==> src/rtl/mr_pkg.sv <==
// Package for the Miller-Rabin round block.
// Holds the sequencer phase codes used by the top level.
`timescale 1ns / 1ps
package mr_pkg;
	localparam logic [2:0] PH_IDLE  = 3'd0;
	localparam logic [2:0] PH_SPLIT = 3'd1;
	localparam logic [2:0] PH_MUL   = 3'd2;
	localparam logic [2:0] PH_NEXT  = 3'd3;
	localparam logic [2:0] PH_CHECK = 3'd4;
	localparam logic [2:0] PH_SQR   = 3'd5;
	localparam logic [2:0] PH_DONE  = 3'd6;
endpackage

==> src/rtl/mr_modmul.sv <==
// Bit-serial interleaved shift-add modular multiplier, one multiplier bit a cycle.
// Depends on nothing but its ports.
`timescale 1ns / 1ps
module mr_modmul #(
	parameter int W = 32
) (
	input  logic         clk,
	input  logic         arst_n,
	input  logic         start,
	input  logic [W-1:0] x,
	input  logic [W-1:0] y,
	input  logic [W-1:0] n,
	output logic         done,
	output logic [W-1:0] p
);
	localparam int CW = $clog2(W + 1);

	logic [W-1:0]  acc_q, y_q;
	logic [CW-1:0] cnt_q;
	logic          busy_q;
	logic [W:0]    dbl, dred, sum, sred;
	logic [W-1:0]  a1;

	// acc < n, so 2*acc and acc + x each need at most one subtraction of n.
	always_comb begin
		dbl  = {acc_q, 1'b0};
		dred = (dbl >= {1'b0, n}) ? dbl - {1'b0, n} : dbl;
		a1   = dred[W-1:0];
		sum  = {1'b0, a1} + {1'b0, x};
		sred = (sum >= {1'b0, n}) ? sum - {1'b0, n} : sum;
	end

	always_ff @(posedge clk or negedge arst_n) begin
		if (!arst_n) begin
			busy_q <= 1'b0;
			done   <= 1'b0;
			cnt_q  <= '0;
		end else begin
			done <= 1'b0;
			if (start) begin
				busy_q <= 1'b1;
				cnt_q  <= CW'(W);
			end else if (busy_q) begin
				cnt_q <= cnt_q - 1'b1;
				if (cnt_q == CW'(1)) begin
					busy_q <= 1'b0;
					done   <= 1'b1;
				end
			end
		end
	end

	always_ff @(posedge clk) begin
		if (start) begin
			acc_q <= '0;
			y_q   <= y;
		end else if (busy_q) begin
			acc_q <= y_q[W-1] ? sred[W-1:0] : a1;
			y_q   <= {y_q[W-2:0], 1'b0};
		end
	end

	assign p = acc_q;
endmodule

==> src/rtl/miller_rabin_round.sv <==
// One Miller-Rabin round on a candidate and a witness.
// Uses mr_pkg for phase codes and mr_modmul as its only arithmetic unit.
//
// Usage: the input channel (in_valid, in_stall) carries one item holding
// candidate n and witness a. The output channel (out_valid, out_stall)
// returns one item per input: probable_prime and bad_input.
// The block works on one item at a time; in_stall is high from acceptance
// until the result has been taken by the receiver.
// Sequence: first n-1 is split into 2^k * q, one bit per cycle. Then
// a^q mod n is formed by square-and-multiply over the bits of q, each
// modular product running in the shared bit-serial multiplier, then up to
// k-1 squarings. The worst case is about 2*NUMBER_BITS products. Bad input
// gives its result in the cycle after acceptance.
// The multiplier, one multiplier bit per cycle, sets the rate.
// Reset clears the sequencer and output valid; no item is in flight after it.
// When the receiver stalls, the result holds on the ports and no new item
// is taken until it leaves.
`timescale 1ns / 1ps
module miller_rabin_round
	import mr_pkg::*;
#(
	parameter int NUMBER_BITS = 32
) (
	input  logic        clk,
	input  logic        arst_n,
	input  logic        in_valid,
	output logic        in_stall,
	input  logic [31:0] candidate,
	input  logic [31:0] witness,
	output logic        out_valid,
	input  logic        out_stall,
	output logic        probable_prime,
	output logic        bad_input
);
	localparam int W  = NUMBER_BITS;
	localparam int KW = $clog2(W + 1);

	logic [2:0]    ph_q;
	logic [W-1:0]  n_q, q_q, base_q, res_q, x_q;
	logic [KW-1:0] k_q;
	logic          sqr_base_q;   // in PH_MUL: 1 while squaring the base
	logic [W-1:0]  n_in, a_in;
	logic          mstart, mdone;
	logic [W-1:0]  mx, my, mp;
	logic [63:0]   cand64, wit64;

	// Operands are cut to their low NUMBER_BITS bits.
	assign cand64 = {32'd0, candidate};
	assign wit64  = {32'd0, witness};
	assign n_in   = cand64[W-1:0];
	assign a_in   = wit64[W-1:0];

	assign in_stall = (ph_q != PH_IDLE);

	mr_modmul #(.W(W)) u_mul (
		.clk(clk), .arst_n(arst_n), .start(mstart), .x(mx), .y(my), .n(n_q),
		.done(mdone), .p(mp)
	);

	// In PH_CHECK and PH_SQR, sqr_base_q doubles as "a squaring happened".
	always_ff @(posedge clk or negedge arst_n) begin
		if (!arst_n) begin
			ph_q           <= PH_IDLE;
			out_valid      <= 1'b0;
			mstart         <= 1'b0;
			probable_prime <= 1'b0;
			bad_input      <= 1'b0;
			n_q            <= '0;
			q_q            <= '0;
			k_q            <= '0;
			base_q         <= '0;
			res_q          <= '0;
			x_q            <= '0;
			sqr_base_q     <= 1'b0;
		end else begin
			mstart <= 1'b0;
			unique case (ph_q)
				PH_IDLE: begin
					if (in_valid) begin
						n_q        <= n_in;
						q_q        <= n_in - W'(1);
						k_q        <= '0;
						base_q     <= a_in;
						res_q      <= W'(1);
						sqr_base_q <= 1'b0;
						if (n_in < W'(3) || a_in == '0 || a_in >= n_in) begin
							probable_prime <= 1'b0;
							bad_input      <= 1'b1;
							out_valid      <= 1'b1;
							ph_q           <= PH_DONE;
						end else begin
							bad_input <= 1'b0;
							ph_q      <= PH_SPLIT;
						end
					end
				end
				PH_SPLIT: begin
					// Strip trailing zeros of n-1, one per cycle; an even n has none.
					if (q_q[0] || k_q == '0 && n_q[0] == 1'b0) begin
						ph_q <= PH_NEXT;
					end else begin
						q_q <= q_q >> 1;
						k_q <= k_q + 1'b1;
					end
				end
				PH_NEXT: begin
					// Square-and-multiply over the bits of q, lowest first.
					if (q_q == '0) begin
						x_q        <= res_q;
						sqr_base_q <= 1'b0;
						ph_q       <= PH_CHECK;
					end else if (q_q[0]) begin
						sqr_base_q <= 1'b0;
						mstart     <= 1'b1;
						ph_q       <= PH_MUL;
					end else begin
						sqr_base_q <= 1'b1;
						mstart     <= 1'b1;
						ph_q       <= PH_MUL;
					end
				end
				PH_MUL: begin
					if (mdone) begin
						if (!sqr_base_q) begin
							res_q      <= mp;
							sqr_base_q <= 1'b1;
							mstart     <= 1'b1;
						end else begin
							base_q <= mp;
							q_q    <= q_q >> 1;
							ph_q   <= PH_NEXT;
						end
					end
				end
				PH_CHECK: begin
					if (x_q == n_q - W'(1)) begin
						probable_prime <= 1'b1;
						out_valid      <= 1'b1;
						ph_q           <= PH_DONE;
					end else if (x_q == W'(1) || k_q <= KW'(1)) begin
						// x of 1 passes only before any squaring.
						probable_prime <= (x_q == W'(1)) && !sqr_base_q;
						out_valid      <= 1'b1;
						ph_q           <= PH_DONE;
					end else begin
						k_q    <= k_q - 1'b1;
						mstart <= 1'b1;
						ph_q   <= PH_SQR;
					end
				end
				PH_SQR: begin
					if (mdone) begin
						x_q        <= mp;
						sqr_base_q <= 1'b1;
						ph_q       <= PH_CHECK;
					end
				end
				PH_DONE: begin
					if (!out_stall) begin
						out_valid <= 1'b0;
						ph_q      <= PH_IDLE;
					end
				end
				default: ph_q <= PH_IDLE;
			endcase
		end
	end

	// Multiplier operands: result*base, base*base, or x*x. The multiplier
	// samples y at its start and reads x on every cycle, so the selection
	// follows the phase that the product runs in.
	always_comb begin
		if (ph_q == PH_SQR) begin
			mx = x_q;
			my = x_q;
		end else if (ph_q == PH_MUL && !sqr_base_q) begin
			mx = res_q;
			my = base_q;
		end else begin
			mx = base_q;
			my = base_q;
		end
	end
endmodule

==> config.mk <==
export PLATFORM = sky130hd
export DESIGN_NAME = miller_rabin_round
export DESIGN_NICKNAME = d
export VERILOG_FILES = /design/src/rtl/mr_pkg.sv /design/src/rtl/mr_modmul.sv /design/src/rtl/miller_rabin_round.sv
export SDC_FILE = /design/constraint.sdc
export NUM_CORES = 1
export LEC_CHECK = 0
export ABC_AREA = 1
export BUFFER_PORTS_ARGS = -buffer_cell sky130_fd_sc_hd__buf_2
export CORE_UTILIZATION = 40
export CTS_BUF_LIST = sky130_fd_sc_hd__clkbuf_8 sky130_fd_sc_hd__clkbuf_16
export CTS_CLUSTER_DIAMETER = 120
export DETAILED_ROUTE_END_ITERATION = 8
export PLACE_DENSITY_LB_ADDON = 0.15
export REMOVE_ABC_BUFFERS = 1
export SETUP_SLACK_MARGIN = 0.2
export SYNTH_ARGS = -nofsm -noshare
export SYNTH_HDL_FRONTEND = slang
export SYNTH_HIERARCHICAL = 1
export SYNTH_SLANG_ARGS = --single-unit
==> constraint.sdc <==
create_clock -name clk -period 8.4 [get_ports clk]
set_clock_uncertainty 0.2 [all_clocks]
set_input_delay 0 -clock clk [delete_from_list [all_inputs] [get_ports clk]]
set_output_delay 0 -clock clk [all_outputs]
set_load 0.01 [all_outputs]
== Word level (Yosys, flattened, before mapping) ==
Index checks and enable logic that the tools add are counted.
Cells by class
  add/subtract/negate cells: 8
  magnitude comparators: 5
  mux-type cells: 71
  reductions and logical operators: 32
  bitwise operators: 1
  equality and inequality tests: 23
Operators by type and width (count)
  32-bit 2-to-1 mux: 20
  32-bit one-hot mux with 2 select lines: 3
  32-bit one-hot mux with 3 select lines: 1
  33-bit by 32-bit >= comparator with 1-bit output: 2
  32-bit logical NOT: 2
  32-bit by 1-bit subtractor with 32-bit output, second input constant: 2
  32-bit subtractor: 2
  6-bit 2-to-1 mux: 6
  32-bit by 32-bit adder with 33-bit output: 1
  32-bit by 1-bit equality test with 1-bit output, second input constant: 1
  32-bit equality test: 1
  32-bit >= comparator: 1
  32-bit by 2-bit less-than comparator with 1-bit output, second input constant: 1
  1-bit 2-to-1 mux: 25
  3-bit 2-to-1 mux: 8
  3-bit one-hot mux with 7 select lines: 1
  2-bit != test, second input constant: 10
  6-bit one-hot mux with 3 select lines: 1
  5-bit AND reduction: 3
  3-bit nonzero test: 5
  4-bit AND reduction: 3
  6-bit by 1-bit subtractor with 6-bit output, second input constant: 2
  3-bit equality test, second input constant: 3
  1-bit one-hot mux with 3 select lines: 3
  other kinds (20): 33
Storage, ports and cells
  output and inout port bits: 4
  register bits: 246
  logic and storage cells: 157
  input bits: 68

== Depth between registers and ports, before layout ==
  word-level depth: 8
  depth in mapped cells: 45
  depth with buffers taken out: 44

== Cells and area by module ==
Netlist, hierarchy kept.
By module, submodules not included
  miller_rabin_round: cells an instance 1793, sequential area each 4354.2 sq um, instances 1, area each 12321.8 sq um
  mr_modmul: cells an instance 2020, sequential area each 1801.7 sq um, instances 1, area each 11024.3 sq um

== Worst setup path before layout ==
Ideal clock, no wire load.
  path kind: reg-to-reg
  start: reg n_q[19]
  end: reg u_mul.acc_q[30] (netlist: u_mul/p[30])
  path buffers: 2
  library setup time: 112 ps
  path slack: 3367 ps
  period minus slack after synthesis: 5033 ps
  required time: 8088 ps
  cell stages (with the launch flop): 41
  arrival time: 4721 ps
  path through: dfrtp_1 inv_1 ha_1 nand2_1 nor2_1 nand2_1 nor3_2 nand2_1 nand3_2 nand2_2 nand2_4 buf_6 inv_1 nor2_1 ha_1 inv_1 fa_1 nor2_1 [5 not listed] nand2_1 nand2_1 ha_1 nand2_1 inv_2 nand2_1 nand2_1 a21oi_1 nand2_1 nor2_2 nor2_4 nor2_4 buf_6 nand2_1 nand3_1 nand2_1 nand2_1 nand2_1
Between the ends
  longest elaborated chain between the ends: 6
  elaborated cells between the ends (all ways): 8
  those cells by class: add/sub: 3; order compare: 2; mux: 3
RTL lines
  from (decl): line miller_rabin_round.sv:39  | logic [W-1:0] n_q, q_q, base_q, res_q, x_q;
  from (signal assigned): line miller_rabin_round.sv:80  | n_q <= n_in;
  32-bit subtractor / 33-bit by 32-bit >= comparator with 1-bit output (equally long branches): line mr_modmul.sv:27  | dred = (dbl >= {1'b0, n}) ? dbl - {1'b0, n} : dbl;
  32-bit 2-to-1 mux: line mr_modmul.sv:27
  32-bit by 32-bit adder with 33-bit output: line mr_modmul.sv:29  | sum = {1'b0, a1} + {1'b0, x};
  32-bit subtractor / 33-bit by 32-bit >= comparator with 1-bit output (equally long branches): line mr_modmul.sv:30  | sred = (sum >= {1'b0, n}) ? sum - {1'b0, n} : sum;
  32-bit 2-to-1 mux: line mr_modmul.sv:30
  32-bit 2-to-1 mux *: line mr_modmul.sv:58  | acc_q <= y_q[W-1] ? sred[W-1:0] : a1;
  to (signal assigned): line mr_modmul.sv:58
  to (decl): line mr_modmul.sv:18  | logic [W-1:0] acc_q, y_q;
Every way passes the cells marked *; elsewhere a longest branch is shown, timed or not.
A chain may end at the register's enable or synchronous reset.

== Final worst setup path ==
  start: reg n_q[8]
  end: reg u_mul.acc_q[2] (netlist: u_mul/p[2])
Between the ends
  longest elaborated chain between the ends: 6
  elaborated cells between the ends (all ways): 8
  those cells by class: add/sub: 3; order compare: 2; mux: 3
RTL lines (line)
  33-bit by 32-bit >= comparator with 1-bit output / 32-bit subtractor (equally long branches): mr_modmul.sv:27
  32-bit 2-to-1 mux: mr_modmul.sv:27
  32-bit by 32-bit adder with 33-bit output: mr_modmul.sv:29
  32-bit subtractor / 33-bit by 32-bit >= comparator with 1-bit output (equally long branches): mr_modmul.sv:30
  32-bit 2-to-1 mux: mr_modmul.sv:30
  32-bit 2-to-1 mux *: mr_modmul.sv:58
Marks and branches as above.

==> flow_metrics.tcl <==
set metrics [dict create \
    setup_viol 0 \
    layout-drive-gt1-share_pct 6.670 \
    power_switching_uw 826.3 \
    synth_area_mm2 0.02335 \
    hpwlAfterDp_mm 68.80 \
    area_fraction_in_compound_gates_after_synthesis_pct 10.82 \
    ys.flop_type "sky130_fd_sc_hd__dfrtp_1" \
    synthesis.instances 3813 \
    synth_top_family_by_area "simple AND/OR/NAND/NOR gates" \
    endpoint_kind "flop" \
    min_path_type "in2reg" \
    core_region_area_mm2 0.05770 \
    ys_types 62 \
    htree_levels 1 \
    routabilityCongestion 0.9597 \
    buffer_ports.inserted 71 \
    post_cts_hold_buffer_count 108 \
    cp-start-kind "flop" \
    muxShareOfSynthArea_pct 0.8682 \
    critical_path_required_ns 8.74 \
    yosys.area_share.adder_pct 7.600 \
    antenna_found_initial 1 \
    synth.yosys.warnings 6 \
    setup.worst_path.class "reg2reg" \
    timing.critical_path.slowest_cell_delay_ns 0.50 \
    grt_setup_unrepaired "false" \
    design.portCount 72 \
    floorplan.initialDensity_pct 40.46 \
    synthArstFlopShare_pct 73.98 \
    synth-simple-area-share_pct 40.05 \
    worst_setup_hold_path_clk_slew_ns 0.07 \
    critPathMostFrequentCell "sky130_fd_sc_hd__nand2_1" \
    clock_latency_ns 0.59 \
    worst-r2r-setup-slack_ns 1.27 \
    drc 0 \
    die_h_um 243.6 \
    drt_iter0_markers 1942 \
    timing.critical_path.fanout_max 32 \
    final-instance-count-excl-fill 4738 \
    dp_slack_ns 1.464 \
    synth.yosys.seq_area_share_pct 26.37 \
    share_clk_of_total_power_pct 47.9 \
    grt_usage_pct 29.52 \
    fp.dieArea_mm2 0.05934 \
    finalHoldViolations 0 \
    cts_tree "done" \
    final_max_slew_viol_count 0 \
    final_min_period_over_clock_period_pct 84.83 \
    totalPowerFinal_uw 3034 \
    fmax_ghz 0.1403 \
    grt_first_pass_wirelength_mm 136.5 \
    power_density_mw_per_mm2 114.1 \
    via_per_inst 5.255 \
    cts_made_buffers 31 \
    synth_xor_xnor_area_share_pct 3.575 \
    clock_sinks 246 \
    timing.critical_path.arrival_ns 7.46 \
    num_antenna_cells 0 \
    maxCapViolations 0 \
    grt_overflow_total 0 \
    detail-route-antenna-nets 0 \
    cts_post_setup_buffers_inserted 0 \
    run_status "completed" \
    synthToLayoutAreaGrowth_pct 13.86 \
    die_x_um 243.6 \
    finish.net_count 4157 \
    share_seq_of_total_power_pct 40.5 \
    timing.critical_path.slowest_stage_cell "sky130_fd_sc_hd__nor2_4" \
    setup_slack_ns 1.274 \
    grt_start_max_net_pins 70 \
    synth.ff_latch_count 246 \
    max-vdd-ir-drop_mv 0.1524 \
    finalWirelength_mm 87.80 \
    total_iterations_of_the_first_detailed_routing_run 7 \
    sw_frac_of_total_pct 27.24 \
    wl_per_cell_um 18.53 \
    maxSlewHeadroom_pct 38.56 \
    tightest_slew_ns 0.9216 \
    rows 88 \
    number_of_instances_in_the_placed_design 4573 \
    vias 24900 \
    first_global_vias 23930 \
    cts.root.buffer_cell "sky130_fd_sc_hd__clkbuf_16" \
    part_of_the_power_in_combinational_logic_pct 11.7 \
    fin_crit_ns 7.126 \
    leakage_uw 0.01426 \
    max-clock-path-buffers 3 \
    setup-tns-final_ns 0 \
    internal-power_uw 2208 \
    fin_hold_ws_ns 0.06024 \
    post_cts_resized 0 \
    synth-edff-count 32 \
    syn_area_per_cell_um2 6.123 \
]
## cells in the mapped netlist (15+ instances only)
cell type	instances	area [um^2]
sky130_fd_sc_hd__a21oi_1	165	825.8
sky130_fd_sc_hd__a31oi_1	34	212.7
sky130_fd_sc_hd__buf_2	26	130.1
sky130_fd_sc_hd__clkbuf_1	58	217.7
sky130_fd_sc_hd__dfrtp_1	182	4554
sky130_fd_sc_hd__dfxtp_1	32	640.6
sky130_fd_sc_hd__edfxtp_1	32	960.9
sky130_fd_sc_hd__ha_1	137	1714
sky130_fd_sc_hd__inv_1	506	1899
sky130_fd_sc_hd__inv_2	27	101.4
sky130_fd_sc_hd__nand2_1	1329	4989
sky130_fd_sc_hd__nand2_2	15	93.84
sky130_fd_sc_hd__nand3_1	247	1236
sky130_fd_sc_hd__nand3b_1	25	187.7
sky130_fd_sc_hd__nand4_1	47	294.0
sky130_fd_sc_hd__nor2_1	439	1648
sky130_fd_sc_hd__nor2_2	21	131.4
sky130_fd_sc_hd__nor3_1	26	130.1
sky130_fd_sc_hd__nor4_1	22	137.6
sky130_fd_sc_hd__o21ai_0	165	825.8
sky130_fd_sc_hd__o221ai_1	31	271.5
sky130_fd_sc_hd__xor2_1	78	683.2
## layer usage
metal  part of all wire (%)  up-vias  track usage, %
met5                      0        -               0
met4                    4.2        0           11.97
met3                    5.6      164           2.611
met2                     45      786           48.21
met1                     45    11530           40.07
li1                       -    12420               -
## layout by cell type (no fill, tap or decap), drive strengths merged, types with 3 or more instances in the layout
cell type    netlist  routed
clkinv             6      16
xor2              80      80
o21ai            179     179
o21bai            11      11
clkinvlp           0       3
dfrtp            182     182
clkbuf            58      34
and3               4       4
xnor2             11      11
edfxtp            32      32
a31oi             34      34
and2              13      13
inv              533     538
buf               42      95
or2               10      10
a211oi             3       3
nand4             48      48
a21oi            166     166
fa                 3       3
dfxtp             32      32
dlygate4sd3        0     107
nor2             470     470
nand3b            26      26
nor4              22      22
o221ai            31      31
o21a               7       7
ha               137     137
o211ai             8       8
bufinv             0       6
mux2              18      18
nand2           1347    1347
nor3              30      30
nand3            254     254
## layout make-up
class	count	area (um^2)
Clock buffer	33	803.3
Clock inverter	24	287.8
Fill cell	6252	31110
Inverter	539	2023
Multi-Input combinational cell	2928	14710
Sequential cell	246	6156
Tap cell	765	957.2
Timing Repair Buffer	203	1643
## sequential cells by signal, indices dropped and copies added, names as in the netlist
name            cells
x_q                32
u_mul/p            32
mstart              1
bad_input           1
n_q                32
q_q                32
k_q                 6
res_q              32
u_mul/busy_q        1
probable_prime      1
base_q             32
u_mul/done          1
out_valid           1
sqr_base_q          1
u_mul/cnt_q         6
u_mul/y_q          32
ph_q                3
## critical path: cells and delay by family, from the launching register on
family / cells / cell delay [ns]
buffers and inverters: 4 / 0.61
adder cells (fa/ha/maj): 3 / 1.18
flip-flops: 1 / 0.49
AND/OR/NAND/NOR: 27 / 4.11
AO/OA/AOI/OAI: 2 / 0.43
## per-stage QoR
step	utilization [%]	area [um^2]
final	46.07	26580
after global routing	46.07	26580
after CTS	46.07	26580
after detailed placement	42.28	24390
after global placement	42.28	24390
after floorplan	-	22870
## power by group through the flow
stage,registers (uW),clock network [uW],logic [uW]
after floorplan,1240,0,189
after global placement,1250,0,315
after detailed placement,1250,0,313
after CTS,1230,1480,350
after global routing,1230,1520,396
final,1230,1450,354
## kinds of logic after synthesis
kind of cell,count (synthesis)
muxes,18
buffers and inverters,639
xor gates and xnor gates,92
adders and majority gates,140
AOI/OAI and AO/OA,451
and+or+nand+nor,2227
DFF,246
## worst paths after layout
| check | from | to | depth (start not counted) |
|---|---|---|---|
| max in group asynchronous | arst_n | base_q[7] | 4 |
| worst max-delay path | n_q[8] | u_mul/p[2] | 36 |
| min in group asynchronous | arst_n | sqr_base_q | 4 |
| worst max register to register | n_q[8] | u_mul/p[2] | 36 |
| worst min-delay path | witness[14] | base_q[14] | 4 |
| worst min register to register | out_valid | out_valid | 2 |
No activity file was read; power rests on OpenSTA's default activity.
